### src/rtl/cara_pkg.sv
// Shared types, register indexes and constants of the circle arc rasterizer.
`timescale 1ns / 1ps

package cara_pkg;

   // Loop limits
   localparam int CARA_MAX_RADIUS_DEF = 63;
   localparam int CARA_MAX_STEPS      = 46;

   // Field widths
   localparam int CARA_COL_W    = 7;
   localparam int CARA_ROW_W    = 6;
   localparam int CARA_OFS_W    = 7;
   localparam int CARA_OUT_OFS_W = 6;
   localparam int CARA_RADIUS_W = 6;
   localparam int CARA_MASK_W   = 8;

   // Register reset values
   localparam logic [CARA_RADIUS_W-1:0] CARA_RADIUS_RST     = 6'd15;
   localparam logic [CARA_ROW_W-1:0]    CARA_CENTER_ROW_RST = 6'd36;

   // Decision variable constants of the midpoint walk
   localparam int CARA_DEC_INIT     = 3;
   localparam int CARA_DEC_INC_LOW  = 6;
   localparam int CARA_DEC_INC_HIGH = 10;

   // Quadrant codes, clockwise from top-right
   localparam logic [1:0] CARA_QUAD_TR = 2'd0;
   localparam logic [1:0] CARA_QUAD_BR = 2'd1;
   localparam logic [1:0] CARA_QUAD_BL = 2'd2;
   localparam logic [1:0] CARA_QUAD_TL = 2'd3;

   // Register indexes
   typedef logic [0:0] csr_index_type;
   localparam csr_index_type CARA_CSR_RADIUS     = 1'b0;
   localparam csr_index_type CARA_CSR_CENTER_ROW = 1'b1;

   // Controller states
   typedef enum logic [0:0] {
      CARA_IDLE,
      CARA_RUN
   } cara_state_type;

   // Controller to datapath
   typedef struct packed {
      logic load;
      logic step;
   } cara_cmd_type;

   // Datapath to controller
   typedef struct packed {
      logic out_free;
      logic done;
   } cara_sts_type;

endpackage

### src/rtl/cara_req_if.sv
// Arc command channel.
`timescale 1ns / 1ps

interface cara_req_if import cara_pkg::*; ();
   logic                         valid;
   logic                         ready;
   logic [CARA_COL_W-1:0]        center_col;
   logic signed [CARA_OFS_W-1:0] start_dx;
   logic signed [CARA_OFS_W-1:0] start_dy;
   logic [1:0]                   start_quadrant;
   logic signed [CARA_OFS_W-1:0] end_dx;
   logic signed [CARA_OFS_W-1:0] end_dy;
   logic [1:0]                   end_quadrant;

   modport source (
      output valid, center_col, start_dx, start_dy, start_quadrant,
             end_dx, end_dy, end_quadrant,
      input  ready
   );
   modport sink (
      input  valid, center_col, start_dx, start_dy, start_quadrant,
             end_dx, end_dy, end_quadrant,
      output ready
   );
endinterface

### src/rtl/cara_rsp_if.sv
// Step result channel.
`timescale 1ns / 1ps

interface cara_rsp_if import cara_pkg::*; ();
   logic                      valid;
   logic                      ready;
   logic [CARA_COL_W-1:0]     out_center_col;
   logic [CARA_ROW_W-1:0]     out_center_row;
   logic [CARA_OUT_OFS_W-1:0] offset_a;
   logic [CARA_OUT_OFS_W-1:0] offset_b;
   logic [CARA_MASK_W-1:0]    draw_mask;
   logic                      last;

   modport source (
      output valid, out_center_col, out_center_row, offset_a, offset_b,
             draw_mask, last,
      input  ready
   );
   modport sink (
      input  valid, out_center_col, out_center_row, offset_a, offset_b,
             draw_mask, last,
      output ready
   );
endinterface

### src/rtl/cara_csr_if.sv
// Register write channel.
`timescale 1ns / 1ps

interface cara_csr_if import cara_pkg::*; ();
   logic                     valid;
   logic                     ready;
   csr_index_type            index;
   logic [CARA_RADIUS_W-1:0] data;

   modport source (output valid, index, data, input ready);
   modport sink   (input valid, index, data, output ready);
endinterface

### src/rtl/cara_ctrl.sv
// Controller of the arc rasterizer: command intake and step sequencing.
`timescale 1ns / 1ps

module cara_ctrl import cara_pkg::*; (
   input  logic         clock,
   input  logic         reset,
   input  logic         req_valid,
   output logic         req_ready,
   input  cara_sts_type sts,
   output cara_cmd_type cmd
);

   cara_state_type state_ff, state_in;

   // State register
   always_ff @(posedge clock) begin
      if (reset) begin
         state_ff <= CARA_IDLE;
      end else begin
         state_ff <= state_in;
      end
   end

   // Next state and commands: load a command when idle, step while the output slot frees
   always_comb begin
      state_in  = state_ff;
      cmd       = '0;
      req_ready = 1'b0;
      case (state_ff)
         CARA_IDLE: begin
            req_ready = 1'b1;
            if (req_valid) begin
               cmd.load = 1'b1;
               state_in = CARA_RUN;
            end
         end
         CARA_RUN: begin
            if (sts.out_free) begin
               cmd.step = 1'b1;
               if (sts.done) begin
                  state_in = CARA_IDLE;
               end
            end
         end
         default: begin
            state_in = CARA_IDLE;
         end
      endcase
   end

endmodule

### src/rtl/cara_dpath.sv
// Datapath of the arc rasterizer: registers, midpoint step, arc mask and output stage.
`timescale 1ns / 1ps

module cara_dpath import cara_pkg::*; #(
   parameter int MAX_RADIUS = CARA_MAX_RADIUS_DEF
) (
   input  logic         clock,
   input  logic         reset,
   cara_req_if.sink     req_chan,
   cara_rsp_if.source   rsp_chan,
   cara_csr_if.sink     csr_chan,
   input  cara_cmd_type cmd,
   output cara_sts_type sts
);

   // Largest radius the walk can see: register range clipped by the parameter
   localparam int RLIM_REG = (1 << CARA_RADIUS_W) - 1;
   localparam int RLIM     = (MAX_RADIUS < RLIM_REG) ? MAX_RADIUS : RLIM_REG;
   localparam int AW       = $clog2(RLIM + 2) + 1;
   localparam int DW       = AW + 3;
   localparam int CW       = (AW > CARA_OFS_W) ? AW : CARA_OFS_W;
   localparam int CNT_W    = $clog2(CARA_MAX_STEPS + 1);

   // Configuration registers
   logic [CARA_RADIUS_W-1:0] radius_ff;
   logic [CARA_ROW_W-1:0]    center_row_ff;

   // Arc command
   logic [CARA_COL_W-1:0]        col_ff;
   logic signed [CARA_OFS_W-1:0] sx_ff, sy_ff, ex_ff, ey_ff;
   logic [1:0]                   sq_ff, eq_ff;

   // Walk state
   logic signed [AW-1:0] a_ff, b_ff;
   logic signed [DW-1:0] dec_ff;
   logic [CNT_W-1:0]     cnt_ff;

   // Output stage
   logic                      rsp_valid_ff;
   logic [CARA_COL_W-1:0]     out_col_ff;
   logic [CARA_ROW_W-1:0]     out_row_ff;
   logic [CARA_OUT_OFS_W-1:0] out_a_ff, out_b_ff;
   logic [CARA_MASK_W-1:0]    out_mask_ff;
   logic                      out_last_ff;

   logic                 radius_sat;
   logic signed [AW-1:0] radius_sel;
   logic signed [DW-1:0] dec_init, a_ext, b_ext, dec_in;
   logic signed [AW-1:0] a_in, b_in;
   logic                 dec_neg;
   logic signed [CW-1:0] pa, pb;
   logic signed [CW-1:0] px [CARA_MASK_W];
   logic signed [CW-1:0] py [CARA_MASK_W];
   logic [CARA_MASK_W-1:0] mask;

   // Point-in-arc test for one reflected point
   function automatic logic in_arc(
      input logic signed [CW-1:0] dx,
      input logic signed [CW-1:0] dy,
      input logic signed [CW-1:0] sx,
      input logic signed [CW-1:0] sy,
      input logic [1:0]           sq,
      input logic signed [CW-1:0] ex,
      input logic signed [CW-1:0] ey,
      input logic [1:0]           eq
   );
      logic [1:0] q;
      logic dx_pos, dx_neg, dy_pos, dy_neg;
      logic right_half, top_half;
      logic xs, ys, xe, ye, start_ok, res;
      dx_neg = dx[CW-1];
      dy_neg = dy[CW-1];
      dx_pos = !dx[CW-1] && (dx != '0);
      dy_pos = !dy[CW-1] && (dy != '0);
      if (!dx_neg && dy_neg) begin
         q = CARA_QUAD_TR;
      end else if (dx_pos && !dy_neg) begin
         q = CARA_QUAD_BR;
      end else if (!dx_pos && dy_pos) begin
         q = CARA_QUAD_BL;
      end else begin
         q = CARA_QUAD_TL;
      end
      right_half = (q == CARA_QUAD_TR) || (q == CARA_QUAD_TL);
      top_half   = (q == CARA_QUAD_TR) || (q == CARA_QUAD_BR);
      xs = right_half ? (dx >= sx) : (dx <= sx);
      ys = top_half   ? (dy >= sy) : (dy <= sy);
      xe = right_half ? (dx <= ex) : (dx >= ex);
      ye = top_half   ? (dy <= ey) : (dy >= ey);
      start_ok = (q > sq) || ((q == sq) && xs && ys);
      if ((q > sq) && (q < eq)) begin
         res = 1'b1;
      end else if (!start_ok) begin
         res = 1'b0;
      end else if (q < eq) begin
         res = 1'b1;
      end else if (q == eq) begin
         res = xe && ye;
      end else begin
         res = 1'b0;
      end
      return res;
   endfunction

   // Accept every register write
   assign csr_chan.ready = 1'b1;

   always_ff @(posedge clock) begin
      if (reset) begin
         radius_ff     <= CARA_RADIUS_RST;
         center_row_ff <= CARA_CENTER_ROW_RST;
      end else if (csr_chan.valid) begin
         case (csr_chan.index)
            CARA_CSR_RADIUS:     radius_ff     <= csr_chan.data;
            CARA_CSR_CENTER_ROW: center_row_ff <= csr_chan.data;
            default: begin
            end
         endcase
      end
   end

   // Saturate radius and form the starting decision value
   assign radius_sat = radius_ff > CARA_RADIUS_W'(RLIM);
   assign radius_sel = radius_sat ? AW'(RLIM) : AW'(radius_ff);
   assign dec_init   = DW'(CARA_DEC_INIT) - (DW'(radius_sel) <<< 1);

   // One midpoint step
   assign a_ext   = DW'(a_ff);
   assign b_ext   = DW'(b_ff);
   assign dec_neg = dec_ff[DW-1];
   assign dec_in  = dec_neg ? (dec_ff + (a_ext <<< 2) + DW'(CARA_DEC_INC_LOW))
                            : (dec_ff + ((a_ext - b_ext) <<< 2) + DW'(CARA_DEC_INC_HIGH));
   assign b_in    = dec_neg ? b_ff : (b_ff - AW'(1));
   assign a_in    = a_ff + AW'(1);

   assign sts.done     = (a_in > b_in) || (cnt_ff == CNT_W'(CARA_MAX_STEPS - 1));
   assign sts.out_free = !rsp_valid_ff || rsp_chan.ready;

   // Reflected points in mask bit order
   assign pa = CW'(a_ff);
   assign pb = CW'(b_ff);
   assign px[0] = pa;  assign py[0] = pb;
   assign px[1] = pa;  assign py[1] = -pb;
   assign px[2] = -pa; assign py[2] = pb;
   assign px[3] = -pa; assign py[3] = -pb;
   assign px[4] = -pb; assign py[4] = pa;
   assign px[5] = -pb; assign py[5] = -pa;
   assign px[6] = pb;  assign py[6] = pa;
   assign px[7] = pb;  assign py[7] = -pa;

   always_comb begin
      for (int k = 0; k < CARA_MASK_W; k++) begin
         mask[k] = in_arc(px[k], py[k], CW'(sx_ff), CW'(sy_ff), sq_ff,
                          CW'(ex_ff), CW'(ey_ff), eq_ff);
      end
   end

   // Capture the arc command
   always_ff @(posedge clock) begin
      if (cmd.load) begin
         col_ff <= req_chan.center_col;
         sx_ff  <= req_chan.start_dx;
         sy_ff  <= req_chan.start_dy;
         sq_ff  <= req_chan.start_quadrant;
         ex_ff  <= req_chan.end_dx;
         ey_ff  <= req_chan.end_dy;
         eq_ff  <= req_chan.end_quadrant;
      end
   end

   // Initialize or advance the walk
   always_ff @(posedge clock) begin
      if (reset) begin
         a_ff   <= '0;
         b_ff   <= '0;
         dec_ff <= '0;
         cnt_ff <= '0;
      end else if (cmd.load) begin
         a_ff   <= '0;
         b_ff   <= radius_sel;
         dec_ff <= dec_init;
         cnt_ff <= '0;
      end else if (cmd.step) begin
         a_ff   <= a_in;
         b_ff   <= b_in;
         dec_ff <= dec_in;
         cnt_ff <= cnt_ff + CNT_W'(1);
      end
   end

   // Output stage: set on a step, drop after the transfer
   always_ff @(posedge clock) begin
      if (reset) begin
         rsp_valid_ff <= 1'b0;
      end else if (cmd.step) begin
         rsp_valid_ff <= 1'b1;
      end else if (rsp_chan.ready) begin
         rsp_valid_ff <= 1'b0;
      end
   end

   always_ff @(posedge clock) begin
      if (cmd.step) begin
         out_col_ff  <= col_ff;
         out_row_ff  <= center_row_ff;
         out_a_ff    <= CARA_OUT_OFS_W'(a_ff);
         out_b_ff    <= CARA_OUT_OFS_W'(b_ff);
         out_mask_ff <= mask;
         out_last_ff <= sts.done;
      end
   end

   assign rsp_chan.valid          = rsp_valid_ff;
   assign rsp_chan.out_center_col = out_col_ff;
   assign rsp_chan.out_center_row = out_row_ff;
   assign rsp_chan.offset_a       = out_a_ff;
   assign rsp_chan.offset_b       = out_b_ff;
   assign rsp_chan.draw_mask      = out_mask_ff;
   assign rsp_chan.last           = out_last_ff;

   // A step never overwrites a result that is still waiting
   assert property (@(posedge clock) disable iff (reset)
      cmd.step |-> (!rsp_valid_ff || rsp_chan.ready))
      else $error("step issued while output stage is occupied");

   // The walk only emits while a does not pass b
   assert property (@(posedge clock) disable iff (reset)
      cmd.step |-> (a_ff <= b_ff))
      else $error("step emitted with a beyond b");

   // The step count stays below the walk limit
   assert property (@(posedge clock) disable iff (reset)
      cmd.step |-> (cnt_ff < CNT_W'(CARA_MAX_STEPS)))
      else $error("walk exceeded the step limit");

   // A load restarts the walk at the top of the circle
   assert property (@(posedge clock) disable iff (reset)
      cmd.load |=> (a_ff == '0 && cnt_ff == '0))
      else $error("walk not restarted after command load");

endmodule

### src/rtl/circle_arc_rasterizer_unit.sv
// Sequence: a command transfer loads the walk; each step then registers one result.
// Throughput: one midpoint step per cycle, set by the single step unit of the
//   datapath; a stalled result output holds the walk. A command emits N results,
//   N the step count (about radius/sqrt(2) + 1, at most 46; 11 at radius 15).
// Reset: synchronous, active high; clears control, radius to 15, center row to 36.
`timescale 1ns / 1ps

module circle_arc_rasterizer_unit import cara_pkg::*; #(
   parameter int MAX_RADIUS = CARA_MAX_RADIUS_DEF
) (
   input logic        clock,
   input logic        reset,
   cara_req_if.sink   req_chan,
   cara_rsp_if.source rsp_chan,
   cara_csr_if.sink   csr_chan
);

   cara_cmd_type cmd;
   cara_sts_type sts;
   logic         req_ready;

   // Sequence command intake and steps
   cara_ctrl u_ctrl (
      .clock     (clock),
      .reset     (reset),
      .req_valid (req_chan.valid),
      .req_ready (req_ready),
      .sts       (sts),
      .cmd       (cmd)
   );

   assign req_chan.ready = req_ready;

   // Walk the circle and build results
   cara_dpath #(
      .MAX_RADIUS (MAX_RADIUS)
   ) u_dpath (
      .clock    (clock),
      .reset    (reset),
      .req_chan (req_chan),
      .rsp_chan (rsp_chan),
      .csr_chan (csr_chan),
      .cmd      (cmd),
      .sts      (sts)
   );

endmodule
### src/flat_wrapper.sv
// flat-port wrapper written by rule: the top's interface ports become plain ports
module circle_arc_rasterizer_unit_flat import cara_pkg::*;
#(
   parameter int MAX_RADIUS = CARA_MAX_RADIUS_DEF
)
  (clock, reset, req_chan_valid, req_chan_center_col, req_chan_start_dx, req_chan_start_dy, req_chan_start_quadrant, req_chan_end_dx, req_chan_end_dy, req_chan_end_quadrant, req_chan_ready, rsp_chan_valid, rsp_chan_out_center_col, rsp_chan_out_center_row, rsp_chan_offset_a, rsp_chan_offset_b, rsp_chan_draw_mask, rsp_chan_last, rsp_chan_ready, csr_chan_valid, csr_chan_index, csr_chan_data, csr_chan_ready);
  cara_req_if req_chan_i ();
  cara_rsp_if rsp_chan_i ();
  cara_csr_if csr_chan_i ();
  input logic clock;
  input logic reset;
  input wire logic [$bits(req_chan_i.valid)-1:0] req_chan_valid;
  input wire logic [$bits(req_chan_i.center_col)-1:0] req_chan_center_col;
  input wire logic [$bits(req_chan_i.start_dx)-1:0] req_chan_start_dx;
  input wire logic [$bits(req_chan_i.start_dy)-1:0] req_chan_start_dy;
  input wire logic [$bits(req_chan_i.start_quadrant)-1:0] req_chan_start_quadrant;
  input wire logic [$bits(req_chan_i.end_dx)-1:0] req_chan_end_dx;
  input wire logic [$bits(req_chan_i.end_dy)-1:0] req_chan_end_dy;
  input wire logic [$bits(req_chan_i.end_quadrant)-1:0] req_chan_end_quadrant;
  output wire logic [$bits(req_chan_i.ready)-1:0] req_chan_ready;
  output wire logic [$bits(rsp_chan_i.valid)-1:0] rsp_chan_valid;
  output wire logic [$bits(rsp_chan_i.out_center_col)-1:0] rsp_chan_out_center_col;
  output wire logic [$bits(rsp_chan_i.out_center_row)-1:0] rsp_chan_out_center_row;
  output wire logic [$bits(rsp_chan_i.offset_a)-1:0] rsp_chan_offset_a;
  output wire logic [$bits(rsp_chan_i.offset_b)-1:0] rsp_chan_offset_b;
  output wire logic [$bits(rsp_chan_i.draw_mask)-1:0] rsp_chan_draw_mask;
  output wire logic [$bits(rsp_chan_i.last)-1:0] rsp_chan_last;
  input wire logic [$bits(rsp_chan_i.ready)-1:0] rsp_chan_ready;
  input wire logic [$bits(csr_chan_i.valid)-1:0] csr_chan_valid;
  input wire logic [$bits(csr_chan_i.index)-1:0] csr_chan_index;
  input wire logic [$bits(csr_chan_i.data)-1:0] csr_chan_data;
  output wire logic [$bits(csr_chan_i.ready)-1:0] csr_chan_ready;
  assign req_chan_i.valid = req_chan_valid;
  assign req_chan_i.center_col = req_chan_center_col;
  assign req_chan_i.start_dx = req_chan_start_dx;
  assign req_chan_i.start_dy = req_chan_start_dy;
  assign req_chan_i.start_quadrant = req_chan_start_quadrant;
  assign req_chan_i.end_dx = req_chan_end_dx;
  assign req_chan_i.end_dy = req_chan_end_dy;
  assign req_chan_i.end_quadrant = req_chan_end_quadrant;
  assign req_chan_ready = req_chan_i.ready;
  assign rsp_chan_valid = rsp_chan_i.valid;
  assign rsp_chan_out_center_col = rsp_chan_i.out_center_col;
  assign rsp_chan_out_center_row = rsp_chan_i.out_center_row;
  assign rsp_chan_offset_a = rsp_chan_i.offset_a;
  assign rsp_chan_offset_b = rsp_chan_i.offset_b;
  assign rsp_chan_draw_mask = rsp_chan_i.draw_mask;
  assign rsp_chan_last = rsp_chan_i.last;
  assign rsp_chan_i.ready = rsp_chan_ready;
  assign csr_chan_i.valid = csr_chan_valid;
  assign csr_chan_i.index = csr_chan_index;
  assign csr_chan_i.data = csr_chan_data;
  assign csr_chan_ready = csr_chan_i.ready;
  circle_arc_rasterizer_unit #(.MAX_RADIUS(MAX_RADIUS)) u_core (.clock(clock), .reset(reset), .req_chan(req_chan_i), .rsp_chan(rsp_chan_i), .csr_chan(csr_chan_i));
endmodule
### config.mk
export PLATFORM = sky130hd
export DESIGN_NAME = circle_arc_rasterizer_unit_flat
export DESIGN_NICKNAME = d
export VERILOG_FILES = /design/src/rtl/cara_pkg.sv /design/src/rtl/cara_req_if.sv /design/src/rtl/cara_rsp_if.sv /design/src/rtl/cara_csr_if.sv /design/src/rtl/cara_ctrl.sv /design/src/rtl/cara_dpath.sv /design/src/rtl/circle_arc_rasterizer_unit.sv /design/src/flat_wrapper.sv
export SDC_FILE = /design/constraint.sdc
export NUM_CORES = 1
export LEC_CHECK = 0
export CORE_MARGIN = 1.5
export CORE_UTILIZATION = 45
export CTS_BUF_LIST = sky130_fd_sc_hd__clkbuf_8
export DETAILED_ROUTE_END_ITERATION = 8
export DONT_BUFFER_PORTS = 1
export SYNTH_ARGS = -nofsm -noshare
export SYNTH_HDL_FRONTEND = slang
export SYNTH_SLANG_ARGS = --single-unit
### constraint.sdc
create_clock -name clock -period 4.2 [get_ports clock]
set_clock_uncertainty 0.05 [all_clocks]
set_input_delay 0.42 -clock clock [delete_from_list [all_inputs] [get_ports clock]]
set_output_delay 0.42 -clock clock [all_outputs]
set_load 0.01 [all_outputs]
==> run summary <==
count of different cell masters after synthesis = 75
top cell family by delay on the critical path = compound AO/OA/AOI/OAI gates
crit path max fanout = 10
kind of end point of the critical path = register
Worst Hold Slack = 0.0238 ns
Initial Util = 46.0%
CP cell instances = ha_1, inv_1, a21o_1, a21oi_1, o21bai_1, a21o_1, a21o_1, a21oi_1, xnor2_1, ha_1, or3b_2, nor2_1, a211oi_1, a21oi_1, nor3_1, or4_1, a311oi_1
Final Wtd Congestion = 0.937
final-report hold violation count = 0
WP data required = 4.51 ns
global-route wire length before repair = 47.2 mm
Tcrit/Tclk final = 93.3%
Leakage = 5.11 nW
placed cell area = 0.0109 mm²
die height = 155 µm
overall routing resource usage = 25.8%
max-slew violations = 0
clk sinks = 119
# H-tree levels = 4
GR Overflow Total = 0
cell row count = 55
Achievable Freq = 0.255 GHz
Die X = 155 µm
DR WL met3 = 2.22 mm
Post-synth EDFFs = 73
measured slew at the worst slew-check pin = 0.948 ns
Final Cell Area = 0.0117 mm²
max layer used = met4
final-stage net count = 1471
setup ws final = 0.283 ns
Crit path buffers/inverters = 1
Cells after DPL = 1435
DRC viols = 0
PortBufs = 0
Final Util = 51.4%
hold crit path type = input pin to register
RSZ-0062 raised after global routing = no
final wirelength = 30.1 mm
Critical Path Source Type = register
TritonCTS clock tree = yes
synth warn = 0
# IOs = 88
crit-path max cell delay = 0.57 ns
Post-DP HPWL = 22.6 mm
DRT met1 WL = 14.3 mm
Iteration-0 DRC Markers = 557
Root Buffer = clkbuf_8
PD cells = 459 mW/mm²
Setup Buffers After CTS = 0
antenna violations before repair = 0
slowest stage cell, crit path = dfxtp_1
pin count of the biggest net entering global routing = 58
CTS Buf Count = 17
predominant post-synthesis flop cell = edfxtp_1
Post-Syn Instances = 1149
overall power = 5.36 mW
die area = 0.0241 mm²
DP Worst Slack = 0.239 ns
Antenna Violating Nets Remaining = 0
status = complete, no violations
clock latency on the worst-skew pair = 0.46 ns
critical path class = register to register
NetSw = 2.30 mW
Seq cells post-synth = 119
area delta synth->final = 11.8%
peak supply drop = 0.000225 V
number of inserted diodes = 0
DR vias = 8879
Max-Cap Viols = 0
worst-case clock buffer depth = 2
routed wl met2 = 12.8 mm
Arr. time, crit path = 4.23 ns
Pre-Repair DR Iteration Count = 5
fraction of layout cells with a size suffix above 1 = 6.79%
Slew HR = 36.3%
Pint = 3.06 mW
sw frac = 42.9%
Post-Syn Area = 0.0104 mm²
endpoints failing setup = 0
Syn Area/Cell = 9.09 µm²
Clock transition at path regs = 0.08 ns
sequential area share after synthesis = 29.8%
combinational power share = 53.0%
vias in the first global route = 8611
detail-routed via count per cell = 5.89
Clock Power Share = 18.5%
sequential group share of total power = 28.4%
FFs w/ async S/R, synth = 0%
WL/cell = 20.0 µm
Setup TNS = 0 ns
Non-Filler Instances = 1507
minimum clock period = 3.92 ns
core area = 0.0227 mm²
post-synth net total = 1411
==> cells by family after synthesis <==
family / after synthesis / share of synthesized area (%)
AND/OR/NAND/NOR: 362 / 16.9
AO/OA/AOI/OAI: 252 / 16.0
adder cells (fa/ha/maj): 211 / 25.5
flip-flops: 119 / 29.8
buffers and inverters: 117 / 4.33
XOR/XNOR: 82 / 6.95
multiplexers: 5 / 0.491
other: 1 / 0.0359
==> routing by layer <==
metal,GRT usage (%),up-vias
met5,0,-
met4,8.66,0
met3,5.21,51
met2,39.7,313
met1,35.9,4180
li1,-,4335
==> power by group through the flow <==
stage	logic [mW]	registers, mW	clock network [mW]
3_3_place_gp	2.71	1.55	0
5_1_grt	3.18	1.54	1.06
6_report	2.84	1.53	0.993
2_1_floorplan	2.08	1.52	0
3_5_place_dp	2.76	1.55	0
4_1_cts	2.81	1.53	1.03
==> registers in the layout, summed over array words and instances, names as in the netlist, 6 cells and up <==
name,count
u_core.u_dpath.a_ff,8
u_core.u_dpath.b_ff,8
u_core.u_dpath.center_row_ff,6
u_core.u_dpath.cnt_ff,6
u_core.u_dpath.col_ff,7
u_core.u_dpath.dec_ff,10
u_core.u_dpath.ex_ff,7
u_core.u_dpath.ey_ff,7
u_core.u_dpath.radius_ff,6
u_core.u_dpath.rsp_chan.draw_mask,8
u_core.u_dpath.rsp_chan.offset_a,6
u_core.u_dpath.rsp_chan.offset_b,6
u_core.u_dpath.rsp_chan.out_center_col,7
u_core.u_dpath.rsp_chan.out_center_row,6
u_core.u_dpath.sx_ff,7
u_core.u_dpath.sy_ff,7
==> worst paths after layout <==
kind	startpoint	endpoint	slack, ns	depth (start not counted)
setup / recovery	u_core.u_dpath.b_ff[0]	u_core.u_dpath.dec_ff[10]	0.28	17
setup reg to reg	u_core.u_dpath.b_ff[0]	u_core.u_dpath.dec_ff[10]	0.28	17
hold / removal	csr_chan_data[1]	u_core.u_dpath.radius_ff[1]	0.02	1
hold reg to reg	u_core.u_dpath.col_ff[2]	u_core.u_dpath.rsp_chan.out_center_col[2]	0.37	0
==> Yosys cell counts, drive strengths merged, types with 16 or more instances <==
master	n	share of area, %
ha	208	25
nor2	90	3.2
a21oi	81	3.9
nor3	43	2.1
xnor2	55	4.7
clkbuf	26	0.93
edfxtp	73	21
nand3	41	2.0
nand2	81	2.9
inv	85	3.1
o211ai	20	1.4
nor2b	27	1.6
nand2b	18	1.1
o21ai	39	2.0
nand4	16	0.96
a21o	18	1.3
xor2	27	2.3
dfxtp	46	8.8
==> worst reg2reg max path, delay by kind of cell (launching register included) <==
| kind | cells | cell delay (ns) |
|---|---|---|
| AO/OA/AOI/OAI | 9 | 1.47 |
| XOR/XNOR | 1 | 0.09 |
| adder cells (fa/ha/maj) | 2 | 0.45 |
| buffers and inverters | 1 | 0.06 |
| flip-flops | 1 | 0.57 |
| AND/OR/NAND/NOR | 4 | 1.13 |
==> layout by cell type, fill, tap and decap left out, drive strengths merged, types with 9 or more instances in the layout <==
master,Yosys,final
a21o,18,18
a21oi,81,81
a31oi,10,10
buf,5,33
clkbuf,26,17
dfxtp,46,46
dlygate4sd3,0,39
edfxtp,73,73
ha,208,208
inv,85,92
nand2,81,81
nand2b,18,18
nand3,41,41
nand4,16,16
nor2,90,90
nor2b,27,27
nor3,43,43
nor4,12,12
o211ai,20,20
o21a,9,9
o21ai,39,39
o22ai,10,10
xnor2,55,55
xor2,27,27
==> repair_timing <==
| item | in CTS | in global routing |
|---|---|---|
| endpoints found under the setup margin | 0 | 2 |
| hold buffers | 40 | 0 |
| endpoints found under the hold margin | 69 | 0 |
| gates resized for setup | 0 | 2 |
==> final cells by class <==
class | instances | area, µm²
Clock inverter | 15 | 116
Inverter | 86 | 323
Tap cell | 285 | 357
Sequential cell | 119 | 3110
Timing Repair Buffer | 72 | 651
Fill cell | 2142 | 11000
Clock buffer | 17 | 234
Multi-Input combinational cell | 913 | 6880
No activity file was read; power rests on OpenSTA's default activity.
